<file path="config.mk">
export PLATFORM = sky130hd
export DESIGN_NAME = step_pwm_valve_timers_top
export DESIGN_NICKNAME = d
export VERILOG_FILES = /design/src/rtl/core/svt_pkg.sv /design/src/rtl/core/svt_cfg.sv /design/src/rtl/core/svt_chan.sv /design/src/rtl/core/step_pwm_valve_timers_top.sv
export SDC_FILE = /design/constraint.sdc
export NUM_CORES = 2
export LEC_CHECK = 0
export ABC_AREA = 1
export BUFFER_PORTS_ARGS = -buffer_cell sky130_fd_sc_hd__buf_2
export CORE_ASPECT_RATIO = 2
export CORE_MARGIN = 2
export CORE_UTILIZATION = 55
export DETAILED_ROUTE_END_ITERATION = 10
export PLACE_DENSITY = 0.73
export SLEW_MARGIN = 40
export SYNTH_ARGS = -nofsm -noshare
export SYNTH_HDL_FRONTEND = slang
export SYNTH_HIERARCHICAL = 1
export SYNTH_SLANG_ARGS = --single-unit
</file>
<file path="constraint.sdc">
create_clock -name aclk -period 6.8 [get_ports aclk]
set_clock_uncertainty 0.2 [all_clocks]
set_input_delay 2.04 -clock aclk [delete_from_list [all_inputs] [get_ports aclk]]
set_output_delay 2.04 -clock aclk [all_outputs]
set_load 0.1 [all_outputs]
</file>
<file path="src/rtl/core/svt_pkg.sv">
// ----------------------------------------------------------------------------
// svt_pkg
// Shared types, codes and helpers for the valve PWM timer block.
// ----------------------------------------------------------------------------
package svt_pkg;

    localparam int SVT_CHANNELS    = 8;
    localparam int SVT_TIMER_SLOTS = 16;

    // Object index of the fault flag
    localparam logic [3:0] FAULT_OBJ = 4'd8;

    typedef enum logic [1:0] {
        OP_TICK    = 2'd0,
        OP_WRITE   = 2'd1,
        OP_READ    = 2'd2,
        OP_RESTART = 2'd3
    } op_t;

    typedef enum logic [2:0] {
        REG_STEP_BASE   = 3'd0,
        REG_STEP_RELOAD = 3'd1,
        REG_SUBSTITUTE  = 3'd2,
        REG_WATCH_EN    = 3'd3,
        REG_WATCH_BASE  = 3'd4,
        REG_WATCH_RLD   = 3'd5
    } cfg_index_t;

    typedef struct packed {
        logic [1:0] operation;
        logic [3:0] object_index;
        logic [7:0] write_byte;
    } in_item_t;

    typedef struct packed {
        logic [7:0] output_pattern;
        logic       pattern_changed;
        logic       fault_report;
        logic [7:0] read_value;
    } out_item_t;

    typedef struct packed {
        logic [31:0] step_base_table;
        logic [63:0] step_reload_table;
        logic [63:0] substitute_table;
        logic [7:0]  watch_enable;
        logic [3:0]  watch_base;
        logic [7:0]  watch_reload;
    } cfg_regs_t;

    // Per-beat command broadcast to every channel
    typedef struct packed {
        logic       tick;
        logic       cnt_en;
        logic       write;
        logic       restart;
        logic [3:0] sel;
        logic [3:0] obj;
        logic [7:0] wdata;
    } chan_cmd_t;

    // Index of the lowest set bit; zero for an all-zero word
    function automatic logic [3:0] low_bit_idx(input logic [15:0] v);
        logic [3:0] idx;
        idx = '0;
        for (int i = 15; i >= 0; i--) begin
            if (v[i]) idx = 4'(i);
        end
        return idx;
    endfunction

endpackage

</file>
<file path="src/rtl/core/svt_cfg.sv">
// ----------------------------------------------------------------------------
// svt_cfg
// Configuration register file, written through its own valid/ready channel.
// ----------------------------------------------------------------------------
module svt_cfg (
    input  logic                 aclk,
    input  logic                 aresetn,
    input  logic                 cfg_valid,
    output logic                 cfg_ready,
    input  logic [2:0]           cfg_index,
    input  logic [63:0]          cfg_data,
    output svt_pkg::cfg_regs_t   cfg_out
);
    import svt_pkg::*;

    cfg_regs_t cfg_reg;

    assign cfg_ready = 1'b1;
    assign cfg_out   = cfg_reg;

    always_ff @(posedge aclk) begin
        if (!aresetn) begin
            cfg_reg <= '0;
        end else if (cfg_valid && cfg_ready) begin
            case (cfg_index)
                REG_STEP_BASE:   cfg_reg.step_base_table   <= cfg_data[31:0];
                REG_STEP_RELOAD: cfg_reg.step_reload_table <= cfg_data;
                REG_SUBSTITUTE:  cfg_reg.substitute_table  <= cfg_data;
                REG_WATCH_EN:    cfg_reg.watch_enable      <= cfg_data[7:0];
                REG_WATCH_BASE:  cfg_reg.watch_base        <= cfg_data[3:0];
                REG_WATCH_RLD:   cfg_reg.watch_reload      <= cfg_data[7:0];
                default: ;
            endcase
        end
    end

endmodule

</file>
<file path="src/rtl/core/svt_chan.sv">
// ----------------------------------------------------------------------------
// svt_chan
// One valve channel: step timer, step position, value, start-up phase,
// supervision timer and output bit.
// ----------------------------------------------------------------------------
module svt_chan #(
    parameter int CHAN_IDX    = 0,
    parameter int CHANNELS    = svt_pkg::SVT_CHANNELS,
    parameter int TIMER_SLOTS = svt_pkg::SVT_TIMER_SLOTS
) (
    input  logic                 aclk,
    input  logic                 aresetn,
    input  svt_pkg::chan_cmd_t   cmd,
    input  svt_pkg::cfg_regs_t   cfg,
    output logic                 pat_next,
    output logic                 fired,
    output logic [7:0]           value
);
    import svt_pkg::*;

    // Timers whose slot lies beyond the available slots never count
    localparam bit STEP_LIVE  = (CHAN_IDX < TIMER_SLOTS);
    localparam bit WATCH_LIVE = ((CHANNELS + CHAN_IDX) < TIMER_SLOTS);

    logic [3:0] step_pre_reg,  step_pre_next;
    logic [7:0] step_rem_reg,  step_rem_next;
    logic [3:0] watch_pre_reg, watch_pre_next;
    logic [7:0] watch_rem_reg, watch_rem_next;
    logic [7:0] pos_reg,       pos_next;
    logic [7:0] value_reg,     value_next;
    logic       startup_reg,   startup_next;
    logic       pat_reg;

    logic [3:0] my_base;
    logic [7:0] my_reload;
    logic [7:0] my_subst;
    logic       watch_on;
    logic       hit;
    logic [7:0] step_rem_t;
    logic [7:0] watch_rem_t;
    logic [7:0] pos_inc;
    logic       step_fire;
    logic       watch_fire;

    assign my_base   = cfg.step_base_table[4*CHAN_IDX +: 4];
    assign my_reload = cfg.step_reload_table[8*CHAN_IDX +: 8];
    assign my_subst  = cfg.substitute_table[8*CHAN_IDX +: 8];
    assign watch_on  = cfg.watch_enable[CHAN_IDX];
    assign hit       = (cmd.obj == 4'(CHAN_IDX));

    always_comb begin
        step_rem_t = step_rem_reg;
        if (STEP_LIVE && cmd.cnt_en && step_pre_reg == cmd.sel && step_rem_reg != 8'd0) begin
            step_rem_t = step_rem_reg - 8'd1;
        end
        watch_rem_t = watch_rem_reg;
        if (WATCH_LIVE && cmd.cnt_en && watch_pre_reg == cmd.sel
                && watch_rem_reg != 8'd0) begin
            watch_rem_t = watch_rem_reg - 8'd1;
        end
    end

    assign pos_inc    = pos_reg + 8'd1;
    assign step_fire  = (step_rem_t == 8'd0);
    assign watch_fire = cmd.tick && watch_on && (watch_rem_t == 8'd0);

    always_comb begin
        step_pre_next  = step_pre_reg;
        step_rem_next  = step_rem_reg;
        watch_pre_next = watch_pre_reg;
        watch_rem_next = watch_rem_reg;
        pos_next       = pos_reg;
        value_next     = value_reg;
        startup_next   = startup_reg;
        pat_next       = pat_reg;

        if (cmd.tick) begin
            step_rem_next  = step_rem_t;
            watch_rem_next = watch_rem_t;
            if (step_fire) begin
                step_pre_next = my_base;
                step_rem_next = my_reload;
                pos_next      = pos_inc;
                // step compare uses the value from before any substitution
                if (!startup_reg) begin
                    if (pos_inc > value_reg) pat_next = 1'b0;
                    if (pos_inc < value_reg) pat_next = 1'b1;
                end else if (pos_inc != 8'd0) begin
                    pat_next = 1'b1;
                end else begin
                    startup_next = 1'b0;
                end
            end
            if (watch_fire) begin
                value_next     = my_subst;
                watch_rem_next = cfg.watch_reload;
            end
        end else if (cmd.write && hit) begin
            if (cmd.wdata != 8'd0 && value_reg == 8'd0) begin
                startup_next = 1'b1;
                pos_next     = 8'd0;
            end
            value_next = cmd.wdata;
            if (watch_on) watch_rem_next = cfg.watch_reload;
        end else if (cmd.restart) begin
            value_next    = 8'd0;
            step_pre_next = my_base;
            step_rem_next = my_reload;
            if (watch_on) begin
                watch_pre_next = cfg.watch_base;
                watch_rem_next = cfg.watch_reload;
            end
        end
    end

    always_ff @(posedge aclk) begin
        if (!aresetn) begin
            step_pre_reg  <= '0;
            step_rem_reg  <= '0;
            watch_pre_reg <= '0;
            watch_rem_reg <= '0;
            pos_reg       <= '0;
            value_reg     <= '0;
            startup_reg   <= 1'b0;
            pat_reg       <= 1'b0;
        end else begin
            step_pre_reg  <= step_pre_next;
            step_rem_reg  <= step_rem_next;
            watch_pre_reg <= watch_pre_next;
            watch_rem_reg <= watch_rem_next;
            pos_reg       <= pos_next;
            value_reg     <= value_next;
            startup_reg   <= startup_next;
            pat_reg       <= pat_next;
        end
    end

    assign fired = watch_fire;
    assign value = value_reg;

endmodule

</file>
<file path="src/rtl/core/step_pwm_valve_timers_top.sv">
// ----------------------------------------------------------------------------
// step_pwm_valve_timers_top
// A result is registered in m_data and is valid in the cycle after its input beat.
// Throughput: one beat per cycle unless the result side stalls; all channel timers
// update in parallel in the accepting cycle, and a single output register decouples the sides.
// Reset (aresetn low, synchronous) clears all timers, positions, values,
// patterns and configuration registers to zero.
// ----------------------------------------------------------------------------
module step_pwm_valve_timers_top #(
    parameter int CHANNELS    = svt_pkg::SVT_CHANNELS,
    parameter int TIMER_SLOTS = svt_pkg::SVT_TIMER_SLOTS
) (
    input  logic               aclk,
    input  logic               aresetn,
    input  logic               s_valid,
    output logic               s_ready,
    input  svt_pkg::in_item_t  s_data,
    output logic               m_valid,
    input  logic               m_ready,
    output svt_pkg::out_item_t m_data,
    input  logic               cfg_valid,
    output logic               cfg_ready,
    input  logic [2:0]         cfg_index,
    input  logic [63:0]        cfg_data
);
    import svt_pkg::*;

    cfg_regs_t  cfg;
    chan_cmd_t  cmd;
    logic       beat;

    logic [15:0] tick_reg, tick_next;
    logic        fault_reg, fault_next;
    logic [7:0]  reported_reg;
    logic        m_valid_reg;
    out_item_t   m_data_reg;
    out_item_t   result;

    logic [CHANNELS-1:0] pat_bits;
    logic [CHANNELS-1:0] fired_bits;
    logic [7:0]          values [CHANNELS];
    logic [7:0]          pattern;
    logic [7:0]          rd;

    svt_cfg u_cfg (
        .aclk      (aclk),
        .aresetn   (aresetn),
        .cfg_valid (cfg_valid),
        .cfg_ready (cfg_ready),
        .cfg_index (cfg_index),
        .cfg_data  (cfg_data),
        .cfg_out   (cfg)
    );

    assign s_ready = !m_valid_reg || m_ready;
    assign beat    = s_valid && s_ready;

    always_comb begin
        tick_next   = tick_reg + 16'd1;
        cmd.tick    = beat && (s_data.operation == OP_TICK);
        cmd.write   = beat && (s_data.operation == OP_WRITE);
        cmd.restart = beat && (s_data.operation == OP_RESTART);
        // wrap to zero decrements nothing
        cmd.cnt_en  = cmd.tick && (tick_next != 16'd0);
        cmd.sel     = low_bit_idx(tick_next);
        cmd.obj     = s_data.object_index;
        cmd.wdata   = s_data.write_byte;
    end

    for (genvar c = 0; c < CHANNELS; c++) begin : g_chan
        svt_chan #(
            .CHAN_IDX    (c),
            .CHANNELS    (CHANNELS),
            .TIMER_SLOTS (TIMER_SLOTS)
        ) u_chan (
            .aclk     (aclk),
            .aresetn  (aresetn),
            .cmd      (cmd),
            .cfg      (cfg),
            .pat_next (pat_bits[c]),
            .fired    (fired_bits[c]),
            .value    (values[c])
        );
    end

    always_comb begin
        pattern = '0;
        rd      = '0;
        for (int c = 0; c < CHANNELS; c++) begin
            pattern[c] = pat_bits[c];
            if (s_data.object_index == 4'(c)) rd = values[c];
        end
        if (s_data.object_index == FAULT_OBJ) rd = {7'd0, fault_reg};
        if (s_data.operation != OP_READ) rd = '0;
    end

    always_comb begin
        fault_next = fault_reg;
        if (cmd.tick && (|fired_bits)) begin
            fault_next = 1'b1;
        end else if (cmd.write && s_data.object_index == FAULT_OBJ) begin
            fault_next = s_data.write_byte[0];
        end else if (cmd.restart) begin
            fault_next = 1'b0;
        end
    end

    always_comb begin
        result.output_pattern  = pattern;
        result.pattern_changed = (pattern != reported_reg);
        result.fault_report    = cmd.tick && (|fired_bits);
        result.read_value      = rd;
    end

    always_ff @(posedge aclk) begin
        if (!aresetn) begin
            tick_reg     <= '0;
            fault_reg    <= 1'b0;
            reported_reg <= '0;
        end else if (beat) begin
            if (cmd.tick) begin
                tick_reg <= tick_next;
            end else if (cmd.restart) begin
                tick_reg <= '0;
            end
            fault_reg    <= fault_next;
            reported_reg <= pattern;
        end
    end

    always_ff @(posedge aclk) begin
        if (!aresetn) begin
            m_valid_reg <= 1'b0;
        end else if (beat) begin
            m_valid_reg <= 1'b1;
        end else if (m_ready) begin
            m_valid_reg <= 1'b0;
        end
    end

    always_ff @(posedge aclk) begin
        if (beat) m_data_reg <= result;
    end

    assign m_valid = m_valid_reg;
    assign m_data  = m_data_reg;

endmodule

</file>
==> impl_metrics.env <==
export IMPL_placementRows=131
export IMPL_final_util=0.596
export IMPL_start_util=0.553
export IMPL_regArea_mm2=0.0114
export IMPL_worstSetupEndpointType="flop"
export IMPL_dr_pass1_iters=7
export IMPL_port_buffers=105
export IMPL_clk_pin_slew_ns=0.06
export IMPL_p_int_mw=5.61
export IMPL_cp_start_kind="flop"
export IMPL_final_common_cell="nand2_1"
export IMPL_avgSynthCellArea_um2=6.50
export IMPL_cp_depth=30
export IMPL_grt_max_degree=168
export IMPL_synth_area_mm2=0.0351
export IMPL_rsz0062_at_grt="false"
export IMPL_area_growth_pct=7.69
export IMPL_die_height_um=361
export IMPL_die_x_um=183
export IMPL_tightest_slew_ns=0.963
export IMPL_seqPwrFrac=0.443
export IMPL_h_tree_depth=2
export IMPL_fill_cells=6165
export IMPL_largest_reg_flops=180
export IMPL_postPlaceCellArea_mm2=0.0360
export IMPL_final_cell_area_mm2=0.0378
export IMPL_async_reset_ff_frac=0
export IMPL_synth_top_cell_by_area="dfxtp_1"
export IMPL_clkLatencyLatePin_ns=0.62
export IMPL_antenna_found_initial=0
export IMPL_comb_power_share=0.164
export IMPL_grt_pass1_vias=31400
export IMPL_cts_hold_buf=0
export IMPL_cp_common_cell="nand2_1"
export IMPL_route_detailed_drc=0
export IMPL_viasPerCell=5.59
export IMPL_final_cell_mix="nand2_1 (1337), nor2_1 (700), nand3_1 (633)"
export IMPL_path_max_fanout=10
export IMPL_final_hold_viol_count=0
export IMPL_drt_iter0_drc=3162
export IMPL_synth_flop_cell="dfxtp_1"
export IMPL_vdd_ir_drop_max_v=0.000220
export IMPL_grt_pass1_wl_mm=167
export IMPL_final_antenna_net_count=0
export IMPL_cp_required_ns=7.08
export IMPL_antenna_cells=0
export IMPL_ys_ff_latch=560
export IMPL_post_cts_buffers=0
export IMPL_setup_tns_ns=0
export IMPL_clock_sinks=560
export IMPL_period_share=0.872
export IMPL_cts_resized=0
export IMPL_wl_per_cell_um=17.0
export IMPL_power_density_mw_per_mm2=211
export IMPL_yosys_area_top_type_share=0.309
export IMPL_critical_path_slowest_cell="nor4_1"
export IMPL_cp_top_family="simple AND/OR/NAND/NOR gates"
export IMPL_path_buf_inv=6
export IMPL_core_area_mm2=0.0634
export IMPL_wl_mm=107
export IMPL_yosysSeqAreaShare=0.325
export IMPL_switchingPower_mw=2.38
export IMPL_p_clk_frac=0.393
export IMPL_fmax_mhz=169
export IMPL_critical_path_class="flop to flop"
export IMPL_synth_area_leaders="dfxtp_1 (31%), nand2_1 (14%), nand3_1 (9.0%)"
export IMPL_num_io_pins=107
export IMPL_syn_inst=5403
export IMPL_maxCapViolCount=0
export IMPL_synth_distinct_cells=56
export IMPL_fin_nets=5626
export IMPL_gr_usage_all_layers=0.314
export IMPL_cpPeakStageDelay_ns=0.70
export IMPL_cts_tree="built"
export IMPL_min_delay_path_depth=2
export IMPL_layout_drive_gt1_share=0.0960
export IMPL_vias=35100
export IMPL_synth_edf_count=18
export IMPL_yosysWarnings=6
export IMPL_leakage_nw=16.6
export IMPL_status="finished clean"
export IMPL_setup_viol=0
export IMPL_p_sw_frac=0.298
export IMPL_clk_path_buf_depth=3
export IMPL_cts_made_buffers=53
export IMPL_hold_class="flop to flop"
export IMPL_finalCriticalPeriod_ns=5.93
export IMPL_root_buffer="clkbuf_16"
export IMPL_max_slew_margin_rel=0.358
export IMPL_synth_nets=5594
export IMPL_overflow=0
export IMPL_routabilityCongestion=0.962
export IMPL_r2r_cells=30
export IMPL_multi_input_area_mm2=0.0201
export IMPL_dpl_hpwl_mm=77.1
export IMPL_die_area_mm2=0.0660
export IMPL_crit_arrival_ns=6.21
export IMPL_maxSlewViolCount=0
-- worst reg2reg max path: cells and delay by family (launching register included) --
family / cells / cell delay [ns]
buf+inv: 6 / 0.76
flops: 1 / 0.45
xor+xnor: 1 / 0.23
simple gates: 16 / 2.30
compound gates: 6 / 1.62
fa+ha+maj: 1 / 0.23
-- Yosys cell counts (5+ instances only) --
cell         n
nand2_1   1338
nor2_1     701
nand3_1    633
inv_1      632
dfxtp_1    542
a21oi_1    382
o21ai_0    163
ha_1       105
xor2_1      86
nor2_2      76
nand4_1     75
clkbuf_1    59
nand2_2     57
xnor2_1     43
o21ai_1     40
nor4_1      39
buf_2       36
a22o_1      35
nor2_4      35
inv_2       34
buf_6       33
nand2_4     33
a22oi_1     27
nor3_1      21
buf_1       20
edfxtp_1    18
nand3_2     16
buf_4       13
o211ai_1    13
a21oi_2     11
clkinv_1    11
nand3_4      8
nand3b_1     8
or2_2        8
or2_0        7
o41ai_1      5
-- power groups by stage --
stage,Combinational [mW],Clock [mW],Sequential (mW)
floorplan,0.940,0,3.62
global placement,1.26,0,3.60
detailed placement,1.29,0,3.61
CTS,1.29,3.19,3.53
global route,1.45,3.32,3.55
finish,1.31,3.14,3.54
-- metal layers --
layer | wire [um] | GRT usage | vias up
met5 | 0 | 0 | -
met4 | 5670 | 0.151 | 0
met3 | 8020 | 0.0350 | 269
met2 | 47500 | 0.504 | 1359
met1 | 45400 | 0.421 | 16000
li1 | - | - | 17500
-- cells by family (layout without fill, tap and decap cells) --
family | after synthesis | after routing | synth area share
buf+inv | 847 | 923 | 0.103
fa+ha+maj | 105 | 105 | 0.0374
compound gates | 697 | 697 | 0.110
flops | 560 | 560 | 0.325
simple gates | 3064 | 3064 | 0.392
xor+xnor | 129 | 129 | 0.0322
other cells | 1 | 1 | 0.000107
-- path summary, 6_finish.rpt --
check	startpoint	to	slack, ns
worst max-delay path	tick_reg[0]	fault_reg	0.87
worst min-delay path	u_cfg/cfg_out[104]	g_chan[2].u_chan/step_rem_reg[4]	0.26
worst max register to register	tick_reg[0]	fault_reg	0.87
worst min register to register	u_cfg/cfg_out[104]	g_chan[2].u_chan/step_rem_reg[4]	0.26
-- per-stage QoR --
stage / power (mW) / worst slack [ns] / hold WS (ns) / cells
after floorplan: 4.56 / 0.316 / 0.237 / 5403
after global placement: 4.86 / 0.717 / 0.247 / 6176
after detailed placement: 4.89 / 0.607 / 0.252 / 6177
after CTS: 8.02 / 1.01 / 0.263 / 6276
after global routing: 8.31 / 0.524 / 0.274 / 6277
final: 7.99 / 0.869 / 0.260 / 6277
-- area by class of cell --
type,count,share of cell area
inverter,680,0.0678
sequential,560,0.301
clock inverter,18,0.00646
clock buffer,81,0.0409
tap,798,0.0264
timing repair buffer,144,0.0240
multi-input combinational,3996,0.533
Power figures use the tool's default switching activity.
